<file path="src/rtl/core/slu_pkg.sv">
// shared types and character codes for the string literal unescaper
package slu_pkg;

	// scanner modes
	typedef enum logic [1:0] {
		MODE_IDLE = 2'd0,
		MODE_BODY = 2'd1,
		MODE_ESC  = 2'd2,
		MODE_HEX  = 2'd3
	} mode_t;

	// character codes
	localparam logic [7:0] CH_NUL    = 8'h00;
	localparam logic [7:0] CH_QUOTE  = 8'h22;
	localparam logic [7:0] CH_BSLASH = 8'h5C;
	localparam logic [7:0] CH_LC_U   = 8'h75;
	localparam logic [7:0] CH_LC_N   = 8'h6E;
	localparam logic [7:0] CH_LC_T   = 8'h74;
	localparam logic [7:0] CH_LC_R   = 8'h72;
	localparam logic [7:0] CH_LF     = 8'h0A;
	localparam logic [7:0] CH_TAB    = 8'h09;
	localparam logic [7:0] CH_CR     = 8'h0D;

	// modified utf-8 lead and continuation marks
	localparam logic [7:0] UTF_LEAD2 = 8'hC0;
	localparam logic [7:0] UTF_LEAD3 = 8'hE0;
	localparam logic [7:0] UTF_CONT  = 8'h80;

	// one queued command: up to three result items of the same kind
	typedef struct packed {
		logic [7:0] b0;
		logic [7:0] b1;
		logic [7:0] b2;
		logic [1:0] last_idx;
		logic       byte_valid;
		logic       string_done;
		logic       bad_start;
	} cmd_t;

endpackage

</file>
<file path="src/rtl/core/slu_front.sv">
// front end: accepts source bytes, runs the escape scanner, emits commands
module slu_front (
	input  logic          clk,
	input  logic          arst_n,
	input  logic          in_valid,
	output logic          in_stall,
	input  logic [7:0]    in_char,
	input  logic          q_full,
	output logic          push,
	output slu_pkg::cmd_t push_cmd
);
	import slu_pkg::*;

	mode_t       mode_q, mode_d;
	logic [1:0]  digits_q, digits_d;
	logic [15:0] acc_q, acc_d;
	logic        stopped_q, stopped_d;

	logic        accept;
	logic        dig_ok;
	logic [3:0]  dig_val;
	logic [15:0] acc_nx;
	logic        stop_nx;
	logic [7:0]  esc_byte;

	assign in_stall = q_full;
	assign accept   = in_valid & ~q_full;

	// hex digit decode
	always_comb begin
		dig_ok  = 1'b1;
		dig_val = 4'd0;
		if (in_char >= 8'h30 && in_char <= 8'h39) begin
			dig_val = 4'(in_char - 8'h30);
		end else if (in_char >= 8'h61 && in_char <= 8'h66) begin
			dig_val = 4'(in_char - 8'h57);
		end else if (in_char >= 8'h41 && in_char <= 8'h46) begin
			dig_val = 4'(in_char - 8'h37);
		end else begin
			dig_ok = 1'b0;
		end
	end

	// hex accumulator update for one field byte
	assign acc_nx  = (!stopped_q && dig_ok) ? {acc_q[11:0], dig_val} : acc_q;
	assign stop_nx = stopped_q | ~dig_ok;

	// simple escape mapping
	always_comb begin
		case (in_char)
			CH_LC_N: esc_byte = CH_LF;
			CH_LC_T: esc_byte = CH_TAB;
			CH_LC_R: esc_byte = CH_CR;
			default: esc_byte = in_char;
		endcase
	end

	// next state
	always_comb begin
		mode_d    = mode_q;
		digits_d  = digits_q;
		acc_d     = acc_q;
		stopped_d = stopped_q;
		if (accept) begin
			case (mode_q)
				MODE_IDLE: begin
					if (in_char == CH_QUOTE) mode_d = MODE_BODY;
				end
				MODE_BODY: begin
					if (in_char == CH_NUL || in_char == CH_QUOTE) mode_d = MODE_IDLE;
					else if (in_char == CH_BSLASH) mode_d = MODE_ESC;
				end
				MODE_ESC: begin
					if (in_char == CH_NUL) begin
						mode_d = MODE_IDLE;
					end else if (in_char == CH_LC_U) begin
						digits_d  = 2'd0;
						acc_d     = 16'd0;
						stopped_d = 1'b0;
						mode_d    = MODE_HEX;
					end else begin
						mode_d = MODE_BODY;
					end
				end
				MODE_HEX: begin
					if (in_char == CH_NUL) begin
						mode_d = MODE_IDLE;
					end else begin
						acc_d     = acc_nx;
						stopped_d = stop_nx;
						if (digits_q == 2'd3) begin
							digits_d = 2'd0;
							mode_d   = MODE_BODY;
						end else begin
							digits_d = digits_q + 2'd1;
						end
					end
				end
				default: mode_d = MODE_IDLE;
			endcase
		end
	end

	// command output
	always_comb begin
		push     = 1'b0;
		push_cmd = '0;
		case (mode_q)
			MODE_IDLE: begin
				if (in_char != CH_QUOTE) begin
					push               = accept;
					push_cmd.bad_start = 1'b1;
				end
			end
			MODE_BODY: begin
				if (in_char == CH_NUL || in_char == CH_QUOTE) begin
					push                 = accept;
					push_cmd.string_done = 1'b1;
				end else if (in_char != CH_BSLASH) begin
					push                = accept;
					push_cmd.b0         = in_char;
					push_cmd.byte_valid = 1'b1;
				end
			end
			MODE_ESC: begin
				if (in_char == CH_NUL) begin
					push                 = accept;
					push_cmd.string_done = 1'b1;
				end else if (in_char != CH_LC_U) begin
					push                = accept;
					push_cmd.b0         = esc_byte;
					push_cmd.byte_valid = 1'b1;
				end
			end
			MODE_HEX: begin
				if (in_char == CH_NUL) begin
					push                 = accept;
					push_cmd.string_done = 1'b1;
				end else if (digits_q == 2'd3) begin
					push                = accept;
					push_cmd.byte_valid = 1'b1;
					// encode the finished code point
					if (acc_nx < 16'h0080) begin
						if (acc_nx == 16'h0000) begin
							push_cmd.b0       = UTF_LEAD2;
							push_cmd.b1       = UTF_CONT;
							push_cmd.last_idx = 2'd1;
						end else begin
							push_cmd.b0 = acc_nx[7:0];
						end
					end else if (acc_nx < 16'h0800) begin
						push_cmd.b0       = UTF_LEAD2 | {3'd0, acc_nx[10:6]};
						push_cmd.b1       = UTF_CONT | {2'd0, acc_nx[5:0]};
						push_cmd.last_idx = 2'd1;
					end else begin
						push_cmd.b0       = UTF_LEAD3 | {4'd0, acc_nx[15:12]};
						push_cmd.b1       = UTF_CONT | {2'd0, acc_nx[11:6]};
						push_cmd.b2       = UTF_CONT | {2'd0, acc_nx[5:0]};
						push_cmd.last_idx = 2'd2;
					end
				end
			end
			default: push = 1'b0;
		endcase
	end

	// scanner state
	always_ff @(posedge clk or negedge arst_n) begin
		if (!arst_n) begin
			mode_q    <= MODE_IDLE;
			digits_q  <= 2'd0;
			acc_q     <= 16'd0;
			stopped_q <= 1'b0;
		end else begin
			mode_q    <= mode_d;
			digits_q  <= digits_d;
			acc_q     <= acc_d;
			stopped_q <= stopped_d;
		end
	end

endmodule

</file>
<file path="src/rtl/core/slu_queue.sv">
// command queue between scanner and result expander
module slu_queue #(
	parameter int DEPTH = 4
) (
	input  logic          clk,
	input  logic          arst_n,
	input  logic          push,
	input  slu_pkg::cmd_t push_cmd,
	output logic          full,
	input  logic          pop,
	output logic          nonempty,
	output slu_pkg::cmd_t head
);
	import slu_pkg::*;

	localparam int PW = (DEPTH > 1) ? $clog2(DEPTH) : 1;
	localparam int CW = $clog2(DEPTH + 1);

	cmd_t          mem_q [DEPTH];
	logic [PW-1:0] wr_ptr_q, rd_ptr_q;
	logic [CW-1:0] count_q;
	logic          do_push, do_pop;

	assign full     = (count_q == CW'(DEPTH));
	assign nonempty = (count_q != '0);
	assign do_push  = push & ~full;
	assign do_pop   = pop & nonempty;
	assign head     = mem_q[rd_ptr_q];

	// storage
	always_ff @(posedge clk) begin
		if (do_push) mem_q[wr_ptr_q] <= push_cmd;
	end

	// pointers and fill count
	always_ff @(posedge clk or negedge arst_n) begin
		if (!arst_n) begin
			wr_ptr_q <= '0;
			rd_ptr_q <= '0;
			count_q  <= '0;
		end else begin
			if (do_push) begin
				wr_ptr_q <= (wr_ptr_q == PW'(DEPTH - 1)) ? '0 : wr_ptr_q + PW'(1);
			end
			if (do_pop) begin
				rd_ptr_q <= (rd_ptr_q == PW'(DEPTH - 1)) ? '0 : rd_ptr_q + PW'(1);
			end
			case ({do_push, do_pop})
				2'b10:   count_q <= count_q + CW'(1);
				2'b01:   count_q <= count_q - CW'(1);
				default: count_q <= count_q;
			endcase
		end
	end

endmodule

</file>
<file path="src/rtl/core/slu_back.sv">
// back end: expands commands into result items through an output register
module slu_back (
	input  logic          clk,
	input  logic          arst_n,
	input  logic          q_nonempty,
	input  slu_pkg::cmd_t q_head,
	output logic          pop,
	output logic          out_valid,
	input  logic          out_stall,
	output logic [7:0]    out_byte,
	output logic          byte_valid,
	output logic          string_done,
	output logic          bad_start,
	output logic          run_last
);
	import slu_pkg::*;

	logic       act_q;
	cmd_t       cur_q;
	logic [1:0] idx_q;

	logic       valid_q;
	logic [7:0] byte_q;
	logic       bvalid_q, done_q, bad_q, last_q;

	cmd_t       src;
	logic [1:0] src_idx;
	logic       have, slot_free, step, is_last;
	logic [7:0] sel_byte;

	// pick the command being expanded
	assign src       = act_q ? cur_q : q_head;
	assign src_idx   = act_q ? idx_q : 2'd0;
	assign have      = act_q | q_nonempty;
	assign slot_free = ~valid_q | ~out_stall;
	assign step      = have & slot_free;
	assign is_last   = (src_idx == src.last_idx);
	assign pop       = step & ~act_q;

	always_comb begin
		case (src_idx)
			2'd0:    sel_byte = src.b0;
			2'd1:    sel_byte = src.b1;
			2'd2:    sel_byte = src.b2;
			default: sel_byte = 8'd0;
		endcase
	end

	// expansion control
	always_ff @(posedge clk or negedge arst_n) begin
		if (!arst_n) begin
			act_q <= 1'b0;
			idx_q <= 2'd0;
		end else if (step) begin
			act_q <= ~is_last;
			idx_q <= src_idx + 2'd1;
		end
	end

	always_ff @(posedge clk) begin
		if (step) cur_q <= src;
	end

	// output register
	always_ff @(posedge clk or negedge arst_n) begin
		if (!arst_n) begin
			valid_q <= 1'b0;
		end else if (slot_free) begin
			valid_q <= have;
		end
	end

	always_ff @(posedge clk) begin
		if (step) begin
			byte_q   <= sel_byte;
			bvalid_q <= src.byte_valid;
			done_q   <= src.string_done;
			bad_q    <= src.bad_start;
			last_q   <= is_last;
		end
	end

	assign out_valid   = valid_q;
	assign out_byte    = byte_q;
	assign byte_valid  = bvalid_q;
	assign string_done = done_q;
	assign bad_start   = bad_q;
	assign run_last    = last_q;

endmodule

</file>
<file path="src/rtl/core/string_literal_unescape_mutf8_core.sv">
// String literal unescaper: quoted source bytes in, modified utf-8 bytes out.
//
// Input channel (in_valid/in_stall/in_char) takes one source byte per item,
// starting at the opening quote; a zero byte or closing quote ends a literal.
// Output channel (out_valid/out_stall/...) gives zero to three result items
// per source byte; run_last marks the final one of each source byte.
// Results pass the command queue, then the output register. One source byte
// is taken per cycle while in_stall is low; the result side moves one item
// per cycle while out_stall is low, so a \uXXXX escape needing three bytes
// holds the output for three items. The command queue (QUEUE_DEPTH entries)
// between scanner and expander soaks up these bursts; in_stall rises only
// when it is full. Stalling the output holds the current item steady and,
// once the queue fills, stalls the input. Reset puts the scanner in the idle
// mode awaiting an opening quote and empties the queue and output register.
module string_literal_unescape_mutf8_core #(
	parameter int QUEUE_DEPTH = 4
) (
	input  logic       clk,
	input  logic       arst_n,
	input  logic       in_valid,
	output logic       in_stall,
	input  logic [7:0] in_char,
	output logic       out_valid,
	input  logic       out_stall,
	output logic [7:0] out_byte,
	output logic       byte_valid,
	output logic       string_done,
	output logic       bad_start,
	output logic       run_last
);
	import slu_pkg::*;

	logic q_full, q_nonempty, push, pop;
	cmd_t push_cmd, q_head;

	// scanner
	slu_front u_front (
		.clk      (clk),
		.arst_n   (arst_n),
		.in_valid (in_valid),
		.in_stall (in_stall),
		.in_char  (in_char),
		.q_full   (q_full),
		.push     (push),
		.push_cmd (push_cmd)
	);

	// command queue
	slu_queue #(
		.DEPTH (QUEUE_DEPTH)
	) u_queue (
		.clk      (clk),
		.arst_n   (arst_n),
		.push     (push),
		.push_cmd (push_cmd),
		.full     (q_full),
		.pop      (pop),
		.nonempty (q_nonempty),
		.head     (q_head)
	);

	// result expander
	slu_back u_back (
		.clk         (clk),
		.arst_n      (arst_n),
		.q_nonempty  (q_nonempty),
		.q_head      (q_head),
		.pop         (pop),
		.out_valid   (out_valid),
		.out_stall   (out_stall),
		.out_byte    (out_byte),
		.byte_valid  (byte_valid),
		.string_done (string_done),
		.bad_start   (bad_start),
		.run_last    (run_last)
	);

endmodule
</file>
<file path="config.mk">
export PLATFORM = sky130hd
export DESIGN_NAME = string_literal_unescape_mutf8_core
export DESIGN_NICKNAME = d
export VERILOG_FILES = /design/src/rtl/core/slu_pkg.sv /design/src/rtl/core/slu_front.sv /design/src/rtl/core/slu_queue.sv /design/src/rtl/core/slu_back.sv /design/src/rtl/core/string_literal_unescape_mutf8_core.sv
export SDC_FILE = /design/constraint.sdc
export NUM_CORES = 1
export LEC_CHECK = 0
export ABC_AREA = 1
export BUFFER_PORTS_ARGS = -buffer_cell sky130_fd_sc_hd__buf_2
export CORE_ASPECT_RATIO = 2
export CORE_MARGIN = 10
export CORE_UTILIZATION = 56
export DETAILED_ROUTE_END_ITERATION = 16
export HOLD_SLACK_MARGIN = 0.05
export MAX_ROUTING_LAYER = met4
export PLACE_DENSITY = 0.76
export SYNTH_ARGS = -nofsm -noshare
export SYNTH_HDL_FRONTEND = slang
export SYNTH_SLANG_ARGS = --single-unit
</file>
<file path="constraint.sdc">
create_clock -name clk -period 2.9 [get_ports clk]
set_clock_uncertainty 0.05 [all_clocks]
set_input_delay 0.435 -clock clk [delete_from_list [all_inputs] [get_ports clk]]
set_output_delay 0.435 -clock clk [all_outputs]
set_load 0.03 [all_outputs]
</file>
Yosys cells after proc, flatten, opt, wreduce, memory -nomap -nowiden --
Memories as Yosys holds them, arrays and structs flattened. Cells that the tools add are included.
Word-level totals: register bits 70, RAM bits 116, bits of input ports 12, logic and storage cells 165, memories kept 1
Cells by class: add/sub/neg operators 9, $lt $le $gt $ge 8, equality and inequality tests 27, muxes and demuxes 71, bitwise gates (word level) 14, reduce and logical (&&, ||, !) cells 16
Memory list:
- u_queue.mem_q | depth 4, width 29, rd ports 1, clocked after memory_dff 0, wr ports 1, line slu_queue.sv:19 | cmd_t mem_q [DEPTH];
Operators with widths (number):
- two-way mux 16 bit | 5
- case mux 8 bit (3 select lines) | 3
- two-way mux 8 bit | 8
- two-way mux 27 bit | 2
- == test 8 x 7 -> 1 bit, second input constant | 5
- two-way mux 2 bit | 16
- case mux 16 bit (2 select lines) | 1
- two-way mux 29 bit | 1
- two-way mux 1 bit | 24
- two-way mux 18 bit | 1
- >= comparator 8 x 7 -> 1 bit, second input constant | 2
- <= comparator 8 x 7 -> 1 bit, second input constant | 2
- zero test 16 bit | 1
- less-than comparator 16 x 12 -> 1 bit, second input constant | 1
- less-than comparator 16 x 8 -> 1 bit, second input constant | 1
- != test 8 x 7 -> 1 bit, second input constant | 2
- == test 2 bit, second input constant | 7
- two-way mux 14 bit | 1
- two-way mux 4 bit | 3
- adder 2 x 1 -> 2 bit, second input constant | 4
- == test 8 x 6 -> 1 bit, second input constant | 1
- >= comparator 8 x 6 -> 1 bit, second input constant | 1
- <= comparator 8 x 6 -> 1 bit, second input constant | 1
- zero test 8 bit | 1
- 29 further kinds | 51

Depth between registers and ports, before layout --
Gate-level depths: netlist (run 1).
word-level depth 13, gate-level depth with buffers 18

By module --
A second synthesis (run 1) with hierarchy kept.
Second synthesis, totals: cell total of the unflattened synthesis 966, area, all modules 9638.0 um^2
Modules (own cells, without submodules):
- slu_queue | instances 1, cells each 398, area an instance 5141.2 um^2
- slu_back | instances 1, cells each 242, area an instance 2262.2 um^2
- slu_front | instances 1, cells each 326, area an instance 2234.6 um^2

Worst setup path before layout (run 1) --
Ideal clock, no wire load.
path type input-to-reg, from input in_char[0], to memory u_queue.mem_q[0][0] in the netlist's numbering, enable pin, arrival 2.824 ns, data required time 2.441 ns, slack -0.383 ns, stages 8, path buffers 1, path through inv_1 -> ha_1 -> nand3_1 -> nor2_1 -> o21ai_0 -> a41o_1 -> clkbuf_1 -> nor2_1
Between the ends: cells in the longest elaborated chain, start to end 7
RTL lines:
- start, declared | line string_literal_unescape_mutf8_core.sv:22 | input logic [7:0] in_char,
- != test 8 x 7 -> 1 bit (tied with other cells) | line slu_front.sv:129 | end else if (in_char != CH_LC_U) begin
- two-way mux 1 bit (tied with other cells) | line slu_front.sv:129
- two-way mux 1 bit, on equally long branches | line slu_front.sv:126, slu_front.sv:116
- case mux 1 bit (4 select lines) (*) | line slu_front.sv:108 | case (mode_q)
- bitwise AND 1 bit (*) | line slu_queue.sv:26 | assign do_push = push & ~full;
- two-way mux 1 bit (*) | line slu_queue.sv:32 | if (do_push) mem_q[wr_ptr_q] <= push_cmd;
- two-way mux 1 bit (implied by the code) (*) | line slu_queue.sv:32
- end, declared | line slu_queue.sv:19
Mark *: on every way between the ends. The rest lies on a longest branch, timed or not.

==> results of run 1 <==
[metal layers]
| metal | global-route usage (%) | vias up | part of all wire (%) |
|---|---|---|---|
| li1 | - | 2936 | - |
| met1 | 19.6 | 2915 | 37 |
| met2 | 35.7 | 176 | 54 |
| met3 | 3.31 | 62 | 3.3 |
| met4 | 11.9 | 0 | 4.9 |
| met5 | - | - | 0 |
[power breakdown]
part	internal, uW	switching (uW)	total [uW]
combinational	1340	3030	4370
sequential	3750	275	4030
clock	1160	909	2070
total	6260	4210	10500
[worst register-to-register path: cells and delay by family, from the launching register on]
family | cells | cell delay (ns)
and+or+nand+nor | 5 | 0.85
buffers and inverters | 2 | 0.38
DFF | 1 | 0.36
AOI/OAI and AO/OA | 2 | 0.44
[worst min path at each step]
| stage | start | endpoint | slack [ns] |
|---|---|---|---|
| final | arst_n | u_front.acc_q[8] | 0.04 |
| after floorplan | arst_n | u_back.act_q | 0.09 |
| after global routing | arst_n | u_front.acc_q[8] | 0.09 |
| after detailed placement | u_queue.count_q[0] | u_queue.count_q[0] | 0.42 |
| after global placement | u_back.idx_q[1] | u_back.idx_q[1] | 0.41 |
| after CTS | arst_n | u_front.acc_q[5] | 0.06 |
[Yosys cell counts, drive strengths merged, types with 2 or more instances]
cell and n:
clkinv 3, dfrtp 32, nand4 3, clkbuf 25, xor2 2, nor2 102, edfxtp 142, o22ai 46
a21oi 9, nand2 209, o21ai 92, nor4 3, a31oi 2, nor3 3, nand3 49, inv 86
buf 10, ha 16
[kinds of logic (layout without fill, tap and decap cells)]
logic type / Yosys count / after routing
adder cells (fa/ha/maj): 17 / 17
flip-flops: 174 / 174
buffers and inverters: 124 / 180
XOR/XNOR: 3 / 3
AO/OA/AOI/OAI: 151 / 151
AND/OR/NAND/NOR: 372 / 372
[per-stage QoR]
step	worst slack [ns]	hold slack (ns)	cell area, um2	total power, uW
after floorplan	-0.383	0.0894	8350	7080
after global placement	0.0589	0.414	8870	8280
after detailed placement	0.0173	0.422	8870	8400
after CTS	0.452	0.0583	9400	10500
after global routing	0.165	0.0911	9400	11200
final	0.424	0.0376	9400	10500
[final cells by class]
cell class | instances | area share (%)
Clock buffer | 18 | 4.57
Clock inverter | 12 | 1.06
Inverter | 89 | 3.55
Multi-Input combinational cell | 543 | 29.5
Sequential cell | 174 | 53.9
Tap cell | 195 | 2.60
Timing Repair Buffer | 61 | 4.87
[flip-flops by register name, summed over array words and instances (netlist names)]
register and cells:
u_back.act_q 1, u_back.byte_valid 1, u_back.cur_q 27, u_back.idx_q 2, u_back.out_byte 8, u_back.out_valid 1
u_back.run_last 1, u_back.string_done 1, u_front.acc_q 16, u_front.digits_q 2, u_front.mode_q 2, u_front.stopped_q 1
u_queue.count_q 3, u_queue.mem_q 104, u_queue.rd_ptr_q 2, u_queue.wr_ptr_q 2
==> flow_summary.yaml, run 1 <==
logic_synthesis:
  synth_seq_area_share_pct: 60.7
  synth_area_per_cell_um2: 9.92
  yosysTopAreaCell: "edfxtp_1"
  synth_nets: 870
  synthSimpleGateAreaFrac_pct: 19.5
  postSynthRegisterBits: 174
  synth_top_family_by_area: "simple AND/OR/NAND/NOR gates"
  synth_enable_flop_cells: 142
  async_flop_share_pct: 18.4
  synth_compound_area_share_pct: 10.6
  ys.flop_type: "edfxtp_1"
  synth_area_um2: 8350
  synth_xor_xnor_area_share_pct: 0.315
  synth_warnings: 0
  synth_cells: 841
  synth_cell_types: 41
  synth.area.top_cells: "edfxtp_1, dfrtp_1, nand2_1, o21ai_0, nor2_1"
  synth-adder-area-share_pct: 2.64
  synth.area.mux_share_pct: 0
  synth_top_cell_area_share_pct: 51.1
hold_path:
  hold_path.class: "in2async"
critical_path:
  r2r-end: "u_queue.mem_q[1][25]"
  cp-startpoint: "in_char[0]"
  r2r_start: "u_front.stopped_q"
  arrival_ns: 2.63
  critical-path-top-delay-family: "simple AND/OR/NAND/NOR gates"
  crit_required_ns: 3.05
  endpoint: "u_queue.mem_q[1][25]"
  rr_worst_depth: 9
  path_class: "in2reg"
  endpoint_kind: "register"
  rrSetupSlack_ns: 0.61
  cp_slowest_stage_delay_ns: 0.32
  crit_chain: "buf_2, inv_1, ha_1, nand2_1, nand3_1, nand3_2, nand2_8, nand2_8, o21ai_1, nand2_2, nor2_4, nand3_1, nand2_1, inv_1, o21ai_1"
  crit_fanout: 32
  cp.depth: 15
  start_kind: "input pin"
  critPathBufInv: 3
  cpMaxStageDelayCell: "nor2_4"
layout:
  drive_gt1_share_pct: 15.1
  num_antenna_cells: 0
  ff_latch_area_um2: 5060
  final_common_cell: "nand2_1"
  areaGrowthSynthToFinish_pct: 12.6
  final_core_util_pct: 63.8
  fin_nets: 915
  final_cell_mix: "nand2_1, edfxtp_1, nor2_1, inv_1, o21ai_0"
  multi_input_area_um2: 2770
  fillers: 1187
  fin_cells: 1092
power:
  power_density_nw_per_um2: 1110
  leakage_uw: 0.00394
  ir_worst_vdd_mv: 0.473
timing:
  fmax_mhz: 404
  maxSlewViolCount: 0
  relSlewSlack_pct: 47.8
  period_share_pct: 85.4
  finalSetupViolations: 0
  min_period_ns: 2.48
  tightest_slew_ns: 0.783
  finalSetupTns_ns: 0
  grt_setup_unrepaired: "false"
  hold_viol_final: 0
drt:
  routed_wl_um: 19100
  drt_pass1_iterations: 5
  routedWlPerCell_um: 17.5
  drt.antenna.violating_nets: 0
  drt_iter0_drc: 438
  vias_per_cell: 5.58
  num_vias: 6089
  drc: 0
clocking:
  htree_levels: 4
  cts_resized: 0
  cts_tree: "built"
  cts.sinks: 174
  cts_setup_buffers: 0
  insertion_delay_ns: 0.42
  cts.path.max_buffers: 2
  cts_hold_buf: 0
  cts.clk_slew.worst_paths_ns: 0.06
  root_buffer: "clkbuf_16"
  cts_made_buffers: 17
global_routing:
  grt_max_degree: 55
  overflow: 0
  antenna_found_initial: 0
  gr-usage-all-layers_pct: 19.9
  grt_pass1_vias: 6283
  grt_pass1_wl_um: 31100
floorplan:
  ios: 26
  dieArea_um2: 20500
  die_height_um: 193
  core_area_um2: 14700
  rows: 63
  die_width_um: 106
  start_util_pct: 56.6
placement:
  dp_hpwl_um: 13400
  gp_congestion: 0.997
  dp.cells: 1062
  portBuffers: 25
flow_run:
  drv_cap: 0
outcome:
  status: "completed"
(Power assumes the default switching activity.)
==> run 2: changes to the inputs <==
--- a/config.mk
+++ b/config.mk
@@ -9,11 +9,11 @@
 export BUFFER_PORTS_ARGS = -buffer_cell sky130_fd_sc_hd__buf_2
 export CORE_ASPECT_RATIO = 2
 export CORE_MARGIN = 10
-export CORE_UTILIZATION = 56
+export CORE_UTILIZATION = 30
 export DETAILED_ROUTE_END_ITERATION = 16
+export GPL_TIMING_DRIVEN = 0
 export HOLD_SLACK_MARGIN = 0.05
 export MAX_ROUTING_LAYER = met4
-export PLACE_DENSITY = 0.76
 export SYNTH_ARGS = -nofsm -noshare
 export SYNTH_HDL_FRONTEND = slang
 export SYNTH_SLANG_ARGS = --single-unit
==> run 2 against run 1 <==
Compared with the run above:
- register-to-register slack got worse by 0.37 ns
- worst hold slack got worse by 0.0024 ns
- sequential share of layout area fell by 0.67 points
==> flow_summary.yaml, run 2 (synthesized netlist as in run 1, its figures left out) <==
clocking:
  cts_setup_buffers: 0
  cts.path.max_buffers: 2
  root_buffer: "clkbuf_16"
  cts.sinks: 174
  insertion_delay_ns: 0.44
  cts.clk_slew.worst_paths_ns: 0.06
  cts_tree: "built"
  htree_levels: 4
  cts_made_buffers: 17
  cts_hold_buf: 0
critical_path:
  crit_chain: "inv_1, nand2_1, o21ai_1, a41o_2, ha_1, inv_1, fa_1, a21oi_1, o21ai_0, xor2_1"
  cp_slowest_stage_delay_ns: 0.40
  crit_fanout: 9
  start_kind: "register"
  critical-path-top-delay-family: "compound AO/OA/AOI/OAI gates"
  critPathBufInv: 2
  r2r-end: "u_queue.count_q[2]"
  rr_worst_depth: 10
  rrSetupSlack_ns: 0.24
  endpoint_kind: "register"
  arrival_ns: 2.92
  crit_top_cell: "inv_1"
  path_class: "reg2reg"
  crit_required_ns: 3.17
  cpMaxStageDelayCell: "dfrtp_1"
  r2r_start: "u_queue.count_q[0]"
layout:
  fin_cells: 1247
  final_cell_mix: "nand2_1, edfxtp_1, nor2_1, inv_1, o21ai_0"
  largest_registers: "u_queue.mem_q x104, u_back.cur_q x27, u_front.acc_q x16"
  largest_reg_flops: 104
  postLayoutCellArea_um2: 9520
  final_common_cell: "nand2_1"
  top_register: "u_queue.mem_q"
  num_antenna_cells: 0
  drive_gt1_share_pct: 12.8
  areaGrowthSynthToFinish_pct: 14.0
  final_core_util_pct: 34.6
  fin_nets: 911
power:
  switchingPower_uw: 4360
  clock_power_share_pct: 20.9
  swShare_pct: 41.1
  seqPwrFrac_pct: 38.1
  pwr-share-comb_pct: 41.0
  power_density_nw_per_um2: 1120
  intPower_uw: 6250
  ir_worst_vdd_mv: 0.376
  leakage_uw: 0.00384
timing:
  maxSlewViolCount: 0
  min_period_ns: 2.66
  relSlewSlack_pct: 41.0
  fmax_mhz: 376
  hold_viol_final: 0
  finalSetupTns_ns: 0
  finalSetupViolations: 0
  period_share_pct: 91.7
  timing.hold.ws_ns: 0.0352
  grt_setup_unrepaired: "false"
  tightest_slew_ns: 0.883
placement:
  dp_hpwl_um: 15700
  portBuffers: 23
  place_area_um2: 8930
  dp.cells: 1216
  gp_congestion: 0.928
drt:
  drc: 0
  routedWlPerCell_um: 16.5
  num_vias: 5988
  routed_wl_um: 20500
  drt.antenna.violating_nets: 0
  vias_per_cell: 4.80
  drt_iter0_drc: 316
  drt_pass1_iterations: 5
global_routing:
  gr-usage-all-layers_pct: 12.3
  antenna_found_initial: 0
  met3_usage_pct: 1.85
  overflow: 0
  grt_pass1_vias: 6160
  gr-usage-met1_pct: 10.3
  grt_pass1_wl_um: 32300
  grt.met2_usage_pct: 23.7
  grt_max_degree: 39
  top_usage_layer: "met2"
outcome:
  status: "completed"
floorplan:
  ios: 26
  core_area_um2: 27500
  die_height_um: 256
  rows: 86
  dieArea_um2: 35300
  start_util_pct: 30.3
  die_width_um: 138
hold_path:
  hold_path.class: "in2async"
flow_run:
  drv_cap: 0
## run 2: changes by cell type in the layout (fill, tap and decap cells not counted), moves of 3 or more
cell        before  now
buf_12           5    0
buf_4           31    1
buf_6            0    5
clkbuf_1         1   27
clkinv_1         6    2
clkinv_4         3    0
clkinvlp_4       3    6
nor2_4           3    7
## run 2: stage by stage
| step | total power (uW) | worst slack [ns] |
|---|---|---|
| floorplan | 7080 | -0.383 |
| global placement | 8330 | -1.75 |
| detailed placement | 8440 | -0.581 |
| CTS | 10600 | 0.00993 |
| global route | 11300 | 0.0271 |
| finish | 10600 | 0.242 |
## run 2: worst max-delay path by stage
stage | start | endpoint | depth (start not counted)
global placement | in_char[0] | u_queue.mem_q[2][15] | 9
global route | in_char[0] | u_queue.mem_q[0][26] | 18
finish | u_queue.count_q[0] | u_queue.count_q[2] | 10
floorplan | in_char[0] | u_queue.mem_q[0][0] | 8
detailed placement | in_char[0] | u_queue.mem_q[0][15] | 9
CTS | in_char[0] | u_queue.mem_q[0][24] | 8
## run 2: final cells by class
| cell class | instances | area (um2) |
|---|---|---|
| sequential | 174 | 5060 |
| clock buffer | 21 | 450 |
| buffer | 34 | 184 |
| tap | 352 | 440 |
| multi-input combinational | 543 | 2800 |
| fill | 2833 | 18000 |
| timing repair buffer | 23 | 115 |
| inverter | 89 | 348 |
| clock inverter | 11 | 120 |
## run 2: worst register-to-register path: stages (launching register included)
cell and delay, ns:
dfrtp_1 0.40, inv_1 0.13, nand2_1 0.10, o21ai_1 0.40, a41o_2 0.38, ha_1 0.21
inv_1 0.07, fa_1 0.38, a21oi_1 0.15, o21ai_0 0.13, xor2_1 0.16
## run 2: per-layer routing
metal	wire (um)	share of wire, %	vias up
li1	-	-	2932
met1	6810	33	2853
met2	12100	59	132
met3	580	2.8	71
met4	1090	5.3	0
met5	0	0	-
## run 2: power by group through the flow
| stage | logic, uW | clock network, uW | registers (uW) |
|---|---|---|---|
| after floorplan | 2890 | 0 | 4200 |
| after global placement | 4240 | 0 | 4090 |
| after detailed placement | 4350 | 0 | 4090 |
| after CTS | 4370 | 2230 | 4040 |
| after global routing | 4880 | 2340 | 4110 |
| final | 4350 | 2220 | 4040 |
## run 2: what timing repair did
action	in CTS	in global routing
resized for setup	4	7
endpoints found under the setup margin	106	110
pin swaps	0	1
